File: src/rtl/core/pidsc_pkg.sv
// Package with the word types and command codes of the packet statistics counters.
`default_nettype none
package pidsc_pkg;

  localparam int CNT_W       = 64;
  localparam int ID_FIELD_W  = 8;
  localparam int LEN_FIELD_W = 16;
  localparam int CMD_W       = 2;
  localparam int IDX_W       = ID_FIELD_W + 1;

  localparam logic [CMD_W-1:0] CMD_RECORD = 2'd0;
  localparam logic [CMD_W-1:0] CMD_READ   = 2'd1;
  localparam logic [CMD_W-1:0] CMD_RANGE  = 2'd2;

  typedef struct packed {
    logic [CMD_W-1:0]       cmd;
    logic                   dir;
    logic [ID_FIELD_W-1:0]  type_id;
    logic [ID_FIELD_W-1:0]  last_id;
    logic [LEN_FIELD_W-1:0] pkt_length;
  } in_word_t;

  typedef struct packed {
    logic [CNT_W-1:0] pkt_count;
    logic [CNT_W-1:0] byte_count;
    logic [CNT_W-1:0] total_pkts;
    logic [CNT_W-1:0] total_bytes;
  } out_word_t;

  // One table row: the packet and byte counters of one id in one direction.
  typedef struct packed {
    logic [CNT_W-1:0] pkts;
    logic [CNT_W-1:0] octets;
  } cnt_row_t;

  localparam int ROW_W = 2 * CNT_W;

endpackage
`default_nettype wire

File: src/rtl/core/pidsc_in_if.sv
// Command channel interface: valid, ready and one command word.
`default_nettype none
interface pidsc_in_if;
  import pidsc_pkg::*;

  logic     valid;
  logic     ready;
  in_word_t data;

  modport source (output valid, output data, input ready);
  modport sink (input valid, input data, output ready);
endinterface
`default_nettype wire

File: src/rtl/core/pidsc_out_if.sv
// Result channel interface: valid, ready and one result word.
`default_nettype none
interface pidsc_out_if;
  import pidsc_pkg::*;

  logic      valid;
  logic      ready;
  out_word_t data;

  modport source (output valid, output data, input ready);
  modport sink (input valid, input data, output ready);
endinterface
`default_nettype wire

File: src/rtl/core/pidsc_ctrl.sv
// Command sequencer: table clear, read-modify-write of counters, range walk and totals.
`default_nettype none
module pidsc_ctrl #(
  parameter int NUM_IDS  = 256,
  parameter int LEN_BITS = 16,
  localparam int ID_W    = (NUM_IDS > 1) ? $clog2(NUM_IDS) : 1,
  localparam int ADDR_W  = ID_W + 1
) (
  input  wire logic               clk,
  input  wire logic               rst_n,
  pidsc_in_if.sink                in_chan,
  pidsc_out_if.source             out_chan,
  output logic                    ram_we,
  output logic [ADDR_W-1:0]       ram_waddr,
  output pidsc_pkg::cnt_row_t     ram_wdata,
  output logic                    ram_re,
  output logic [ADDR_W-1:0]       ram_raddr,
  input  wire pidsc_pkg::cnt_row_t ram_rdata
);
  import pidsc_pkg::*;

  localparam logic [2:0] ST_CLEAR  = 3'd0;
  localparam logic [2:0] ST_IDLE   = 3'd1;
  localparam logic [2:0] ST_UPDATE = 3'd2;
  localparam logic [2:0] ST_RSUM   = 3'd3;
  localparam logic [2:0] ST_FIN    = 3'd4;

  localparam logic [ID_FIELD_W-1:0] ID_MAX = ID_FIELD_W'(NUM_IDS - 1);
  localparam int LEN_KEEP = (LEN_BITS < LEN_FIELD_W) ? LEN_BITS : LEN_FIELD_W;
  localparam logic [LEN_FIELD_W-1:0] LEN_MASK =
    LEN_FIELD_W'((33'd1 << LEN_KEEP) - 33'd1);

  // Control state.
  logic [2:0]        state_r, state_nxt;
  logic [ADDR_W-1:0] clr_r, clr_nxt;
  logic              pend_r, pend_nxt;
  logic              out_valid_r, out_valid_nxt;
  logic [CNT_W-1:0]  tot_pkt_r [2];
  logic [CNT_W-1:0]  tot_pkt_nxt [2];
  logic [CNT_W-1:0]  tot_byte_r [2];
  logic [CNT_W-1:0]  tot_byte_nxt [2];

  // Payload state of the word at work.
  logic [CMD_W-1:0]       cmd_r, cmd_nxt;
  logic                   dir_r, dir_nxt;
  logic [ID_W-1:0]        id_r, id_nxt;
  logic                   hit_r, hit_nxt;
  logic [LEN_FIELD_W-1:0] len_r, len_nxt;
  logic [IDX_W-1:0]       idx_r, idx_nxt;
  logic [ID_FIELD_W-1:0]  end_r, end_nxt;
  logic [CNT_W-1:0]       acc_pkt_r, acc_pkt_nxt;
  logic [CNT_W-1:0]       acc_byte_r, acc_byte_nxt;
  out_word_t              out_data_r, out_data_nxt;

  logic             rd_more;
  logic             slot_free;
  logic [CNT_W-1:0] rec_pkts;
  logic [CNT_W-1:0] rec_octets;

  assign rd_more    = (idx_r <= {1'b0, end_r});
  assign slot_free  = !out_valid_r || out_chan.ready;
  assign rec_pkts   = ram_rdata.pkts + CNT_W'(1);
  assign rec_octets = ram_rdata.octets + CNT_W'(len_r);

  assign in_chan.ready  = (state_r == ST_IDLE);
  assign out_chan.valid = out_valid_r;
  assign out_chan.data  = out_data_r;

  always_comb begin
    state_nxt     = state_r;
    clr_nxt       = clr_r;
    pend_nxt      = pend_r;
    out_valid_nxt = out_valid_r;
    tot_pkt_nxt   = tot_pkt_r;
    tot_byte_nxt  = tot_byte_r;
    cmd_nxt       = cmd_r;
    dir_nxt       = dir_r;
    id_nxt        = id_r;
    hit_nxt       = hit_r;
    len_nxt       = len_r;
    idx_nxt       = idx_r;
    end_nxt       = end_r;
    acc_pkt_nxt   = acc_pkt_r;
    acc_byte_nxt  = acc_byte_r;
    out_data_nxt  = out_data_r;

    ram_we    = 1'b0;
    ram_waddr = {dir_r, id_r};
    ram_wdata = '0;
    ram_re    = 1'b0;
    ram_raddr = {in_chan.data.dir, in_chan.data.type_id[ID_W-1:0]};

    if (out_valid_r && out_chan.ready) begin
      out_valid_nxt = 1'b0;
    end

    case (state_r)
      ST_CLEAR: begin
        ram_we    = 1'b1;
        ram_waddr = clr_r;
        clr_nxt   = clr_r + ADDR_W'(1);
        if (clr_r == '1) begin
          state_nxt = ST_IDLE;
        end
      end
      ST_IDLE: begin
        if (in_chan.valid) begin
          ram_re       = 1'b1;
          cmd_nxt      = in_chan.data.cmd;
          dir_nxt      = in_chan.data.dir;
          id_nxt       = in_chan.data.type_id[ID_W-1:0];
          hit_nxt      = (in_chan.data.type_id <= ID_MAX);
          len_nxt      = in_chan.data.pkt_length & LEN_MASK;
          idx_nxt      = {1'b0, in_chan.data.type_id};
          end_nxt      = (in_chan.data.last_id > ID_MAX) ? ID_MAX : in_chan.data.last_id;
          pend_nxt     = 1'b0;
          acc_pkt_nxt  = '0;
          acc_byte_nxt = '0;
          case (in_chan.data.cmd)
            CMD_RECORD: state_nxt = ST_UPDATE;
            CMD_READ:   state_nxt = ST_UPDATE;
            CMD_RANGE:  state_nxt = ST_RSUM;
            default:    state_nxt = ST_FIN;
          endcase
        end
      end
      ST_UPDATE: begin
        // The row read at accept is in ram_rdata now.
        if (cmd_r == CMD_RECORD) begin
          tot_pkt_nxt[dir_r]  = tot_pkt_r[dir_r] + CNT_W'(1);
          tot_byte_nxt[dir_r] = tot_byte_r[dir_r] + CNT_W'(len_r);
          if (hit_r) begin
            ram_we           = 1'b1;
            ram_wdata.pkts   = rec_pkts;
            ram_wdata.octets = rec_octets;
            acc_pkt_nxt      = rec_pkts;
            acc_byte_nxt     = rec_octets;
          end
        end else if (hit_r) begin
          acc_pkt_nxt  = ram_rdata.pkts;
          acc_byte_nxt = ram_rdata.octets;
        end
        state_nxt = ST_FIN;
      end
      ST_RSUM: begin
        // One read is issued per cycle while ids remain; its row is added in the next cycle.
        ram_raddr = {dir_r, idx_r[ID_W-1:0]};
        ram_re    = rd_more;
        pend_nxt  = rd_more;
        if (rd_more) begin
          idx_nxt = idx_r + IDX_W'(1);
        end
        if (pend_r) begin
          acc_pkt_nxt  = acc_pkt_r + ram_rdata.pkts;
          acc_byte_nxt = acc_byte_r + ram_rdata.octets;
        end
        if (!rd_more && !pend_r) begin
          state_nxt = ST_FIN;
        end
      end
      ST_FIN: begin
        if (slot_free) begin
          out_valid_nxt            = 1'b1;
          out_data_nxt.pkt_count   = acc_pkt_r;
          out_data_nxt.byte_count  = acc_byte_r;
          out_data_nxt.total_pkts  = tot_pkt_r[dir_r];
          out_data_nxt.total_bytes = tot_byte_r[dir_r];
          state_nxt                = ST_IDLE;
        end
      end
      default: begin
        state_nxt = ST_IDLE;
      end
    endcase
  end

  always_ff @(posedge clk) begin
    if (!rst_n) begin
      state_r       <= ST_CLEAR;
      clr_r         <= '0;
      pend_r        <= 1'b0;
      out_valid_r   <= 1'b0;
      tot_pkt_r[0]  <= '0;
      tot_pkt_r[1]  <= '0;
      tot_byte_r[0] <= '0;
      tot_byte_r[1] <= '0;
    end else begin
      state_r       <= state_nxt;
      clr_r         <= clr_nxt;
      pend_r        <= pend_nxt;
      out_valid_r   <= out_valid_nxt;
      tot_pkt_r     <= tot_pkt_nxt;
      tot_byte_r    <= tot_byte_nxt;
    end
  end

  always_ff @(posedge clk) begin
    cmd_r      <= cmd_nxt;
    dir_r      <= dir_nxt;
    id_r       <= id_nxt;
    hit_r      <= hit_nxt;
    len_r      <= len_nxt;
    idx_r      <= idx_nxt;
    end_r      <= end_nxt;
    acc_pkt_r  <= acc_pkt_nxt;
    acc_byte_r <= acc_byte_nxt;
    out_data_r <= out_data_nxt;
  end

endmodule
`default_nettype wire

File: src/flat_wrapper.sv
// flat-port wrapper written by rule: the top's interface ports become plain ports
module pidsc_ctrl_flat import pidsc_pkg::*;
#(
  parameter int NUM_IDS  = 256,
  parameter int LEN_BITS = 16,
  localparam int ID_W    = (NUM_IDS > 1) ? $clog2(NUM_IDS) : 1,
  localparam int ADDR_W  = ID_W + 1
)
  (clk, rst_n, ram_we, ram_waddr, ram_wdata, ram_re, ram_raddr, ram_rdata, in_chan_valid, in_chan_data, in_chan_ready, out_chan_valid, out_chan_data, out_chan_ready);
  pidsc_in_if in_chan_i ();
  pidsc_out_if out_chan_i ();
  input  wire logic clk;
  input  wire logic rst_n;
  output logic ram_we;
  output logic [ADDR_W-1:0] ram_waddr;
  output pidsc_pkg::cnt_row_t ram_wdata;
  output logic ram_re;
  output logic [ADDR_W-1:0] ram_raddr;
  input  wire pidsc_pkg::cnt_row_t ram_rdata;
  input wire logic [$bits(in_chan_i.valid)-1:0] in_chan_valid;
  input wire logic [$bits(in_chan_i.data)-1:0] in_chan_data;
  output wire logic [$bits(in_chan_i.ready)-1:0] in_chan_ready;
  output wire logic [$bits(out_chan_i.valid)-1:0] out_chan_valid;
  output wire logic [$bits(out_chan_i.data)-1:0] out_chan_data;
  input wire logic [$bits(out_chan_i.ready)-1:0] out_chan_ready;
  assign in_chan_i.valid = in_chan_valid;
  assign in_chan_i.data = in_chan_data;
  assign in_chan_ready = in_chan_i.ready;
  assign out_chan_valid = out_chan_i.valid;
  assign out_chan_data = out_chan_i.data;
  assign out_chan_i.ready = out_chan_ready;
  pidsc_ctrl #(.NUM_IDS(NUM_IDS), .LEN_BITS(LEN_BITS)) u_core (.clk(clk), .rst_n(rst_n), .in_chan(in_chan_i), .out_chan(out_chan_i), .ram_we(ram_we), .ram_waddr(ram_waddr), .ram_wdata(ram_wdata), .ram_re(ram_re), .ram_raddr(ram_raddr), .ram_rdata(ram_rdata));
endmodule
File: config.mk
export PLATFORM = sky130hd
export DESIGN_NAME = pidsc_ctrl_flat
export DESIGN_NICKNAME = d
export VERILOG_FILES = /design/src/rtl/core/pidsc_pkg.sv /design/src/rtl/core/pidsc_in_if.sv /design/src/rtl/core/pidsc_out_if.sv /design/src/rtl/core/pidsc_ctrl.sv /design/src/flat_wrapper.sv
export SDC_FILE = /design/constraint.sdc
export NUM_CORES = 2
export LEC_CHECK = 0
export BUFFER_PORTS_ARGS = -buffer_cell sky130_fd_sc_hd__buf_2
export CORE_MARGIN = 8
export CORE_UTILIZATION = 30
export CTS_BUF_LIST = sky130_fd_sc_hd__clkbuf_4
export DETAILED_ROUTE_END_ITERATION = 16
export GPL_ROUTABILITY_DRIVEN = 0
export SYNTH_ARGS = -nofsm -noshare
export SYNTH_HDL_FRONTEND = slang
export SYNTH_SLANG_ARGS = --single-unit
File: constraint.sdc
create_clock -name clk -period 13.8 [get_ports clk]
set_clock_uncertainty 0.2 [all_clocks]
set_input_delay 0 -clock clk [delete_from_list [all_inputs] [get_ports clk]]
set_output_delay 0 -clock clk [all_outputs]
set_load 0.005 [all_outputs]
==> results_dict.tcl <==
set metrics [dict create \
    status "finished, final reports clean" \
    worstReg2RegEnd "u_core.acc_byte_r[59]$_SDFFCE_PP0P_" \
    postRouteAntennaNets 0 \
    synth_fp_nets 4599 \
    die_y_um 383 \
    power_switching_w 0.00120 \
    grt_pass1_vias 38600 \
    finalCriticalPeriod_ns 6.15 \
    initial_core_util 0.300 \
    clockPowerShare 0.438 \
    cts_sinks 698 \
    hp-start "u_core.acc_byte_r[35]$_SDFFCE_PP0P_" \
    p_int_w 0.00342 \
    area_growth_pct 31.9 \
    pin_count 573 \
    hold_path.class "register to register" \
    p_seq_frac 0.474 \
    finalSetupViolCount 0 \
    setup_tns_ns 0 \
    endpoint_kind "register" \
    drcViolationCount 0 \
    postSynthAreaPerCell_sq_um 9.51 \
    fmax_mhz 163 \
    hold_end "u_core.out_chan.data[163]$_DFFE_PP_" \
    yosys_warnings 0 \
    worst-setup-path-type "input port to register" \
    ys_ff_latch 698 \
    routed-via-count 38400 \
    synth_area_sq_um 40500 \
    final_core_util 0.396 \
    cts_made_buffers 198 \
    dp_hpwl_mm 111 \
    hold_viol 0 \
    viasPerCell 5.19 \
    path_clk_slew_ns 0.08 \
    synth_edf_count 428 \
    insertion_delay_ns 1.18 \
    grt.total_usage 0.206 \
    final_cell_mix "572 x buf_2, 566 x dlygate4sd3_1, 448 x nand2_1, 436 x nor2_1, 428 x edfxtp_1" \
    crit_required_ns 14.49 \
    routed_wl_mm 158 \
    crit_path_start_kind "input port" \
    first_pass_iters 6 \
    grt_max_degree 169 \
    path_max_fanout 8 \
    rows 135 \
    port_buffers 572 \
    cp_data_arrival_time_ns 6.84 \
    layout_commonest_cell "buf_2" \
    antenna_found_initial 16 \
    rsz0062_at_grt "no" \
    synthCells 4256 \
    max_slew_margin 0.225 \
    p_per_area_nw_per_um2 86.5 \
    r2r_slack_ns 8.36 \
    root_buffer "clkbuf_4" \
    grt_overflow 0 \
    async_reset_ff_frac 0 \
    worstMarginPinSlew_ns 1.16 \
    synth_cell_type_count 98 \
    ir_drop_mv 0.0684 \
    drt_iter0_drc 3140 \
    die_w_um 383 \
    cts_tree "built" \
    grt_pass1_wl_mm 236 \
    clockBufferDepth 3 \
    hold-path-cell-count 0 \
    synth-seq-area-share 0.451 \
    slew_viol_final 0 \
    switching_share 0.259 \
    synth_ff_type "edfxtp_1" \
    cap_viol_max_count 0 \
    power.share.combinational 0.088 \
    rr_worst_depth 13 \
    final_nets 5776 \
    drive_gt1_frac 0.201 \
    fin_crit_sh 0.446 \
    post_drt_wl_per_cell_um 21.3 \
    rr_startpoint "u_core.len_r[1]$_DFFE_PP_" \
    leakagePower_nw 21.0 \
    core-area_sq_um 135000 \
    die-area_sq_um 147000 \
    htreeDepth 4 \
    cts_resized 0 \
]
## what timing repair did
action / in CTS / in global routing
hold endpoints to repair: 615 / 0
setup buffers: 0 / 0
hold buffers: 566 / 0
## per-layer routing
| metal | global-route usage | part of all wire | routed length (um) | vias up |
|---|---|---|---|---|
| met5 | 0 | 0.00029 | 45 | - |
| met4 | 0.0841 | 0.039 | 6210 | 6 |
| met3 | 0.0570 | 0.088 | 13900 | 330 |
| met2 | 0.325 | 0.44 | 69900 | 1802 |
| met1 | 0.265 | 0.43 | 67600 | 18300 |
| li1 | - | - | - | 18000 |
## through the flow
step	cell area, sq um	hold slack, ns	worst slack, ns	std cells	total power, W
finish	53400	0.195	7.65	7399	0.00462
global route	53400	0.0994	7.59	7393	0.00483
CTS	53400	0.00221	7.95	7385	0.00468
detailed placement	45100	-0.0204	8.85	6448	0.00254
global placement	45100	-0.0193	8.87	6448	0.00254
floorplan	40500	-0.111	1.34	4256	0.00242
## cells in the mapped netlist (27+ instances only)
cell      number  area share
a21oi_1      319       0.039
and3_1        48      0.0074
o21bai_1      29      0.0054
a21o_1        80       0.015
nor3_1        76      0.0094
a31oi_1       33      0.0051
inv_1         78      0.0072
clkbuf_1     147       0.014
nor2_1       439       0.041
nand4_1       76       0.012
o22ai_1       30      0.0046
ha_1         172       0.053
nand3_1      175       0.022
xor2_1       240       0.052
dfxtp_1      270        0.13
or3_1         85       0.013
edfxtp_1     428        0.32
nand2_1      452       0.042
mux2_2       122       0.034
xnor2_1      194       0.042
nor4_1        27      0.0042
and2_1        50      0.0077
o21ai_0      259       0.032
a221o_1       41       0.010
## worst max-delay path: stages
cell,delay (ns)
dlygate4sd3_1,0.53
buf_2,0.13
dlygate4sd3_1,0.69
and4_1,0.31
nand4_1,0.22
nor4_1,0.62
nor4bb_1,0.68
nor2b_1,0.77
nand3_1,0.18
xor2_1,0.17
dlygate4sd3_1,0.57
nor2_1,0.04
dlygate4sd3_1,0.58
a41oi_1,0.16
dlygate4sd3_1,0.58
nand2b_1,0.06
dlygate4sd3_1,0.56
## power groups by stage
stage / Sequential, W / Combinational, W / Clock (W)
after floorplan: 0.00224 / 0.000189 / 0
after global placement: 0.00224 / 0.000299 / 0
after detailed placement: 0.00224 / 0.000300 / 0
after CTS: 0.00219 / 0.000396 / 0.00209
after global routing: 0.00219 / 0.000438 / 0.00220
final: 0.00219 / 0.000407 / 0.00202
## worst max-delay path by stage
stage	start	endpoint	cells after the start
2_1_floorplan	u_core.state_r[0]$_SDFFE_PN0P_	u_core.out_chan.data[0]$_DFFE_PP_	4
3_3_place_gp	u_core.dir_r$_DFFE_PP_	u_core.tot_byte_r[58]$_SDFFE_PN0P_	13
4_1_cts	ram_rdata[64]	u_core.acc_pkt_r[56]$_SDFFCE_PP0P_	17
6_report	ram_rdata[88]	u_core.acc_pkt_r[56]$_SDFFCE_PP0P_	17
3_5_place_dp	u_core.dir_r$_DFFE_PP_	u_core.tot_byte_r[58]$_SDFFE_PN0P_	13
5_1_grt	ram_rdata[88]	u_core.acc_pkt_r[56]$_SDFFCE_PP0P_	17
## cells by family after synthesis
group,share of synthesized area
compound gates,0.147
buf+inv,0.0283
xor+xnor,0.0939
simple gates,0.186
flops,0.451
mux,0.0384
fa+ha+maj,0.0551
## registers in the layout, summed over array words and instances, names as in the netlist
signal and count:
u_core.out_chan.data 256, u_core.tot_byte_r 128, u_core.tot_pkt_r 128, u_core.acc_byte_r 64, u_core.acc_pkt_r 64, u_core.len_r 16
u_core.clr_r 9, u_core.idx_r 9, u_core.end_r 8, u_core.id_r 8, u_core.state_r 3, u_core.cmd_r 2
u_core.dir_r 1, u_core.out_chan.valid 1, u_core.pend_r 1
## final cells by class
class                      instances  area, sq um
fill                           13500        81400
multi-input combinational       3286        21200
sequential                       698        18300
timing repair buffer            1170         8790
clock buffer                     303         2270
tap                             1781         2230
clock inverter                    68          373
inverter                          79          302
antenna                           14         35.0
No activity file was read; power rests on OpenSTA's default activity.
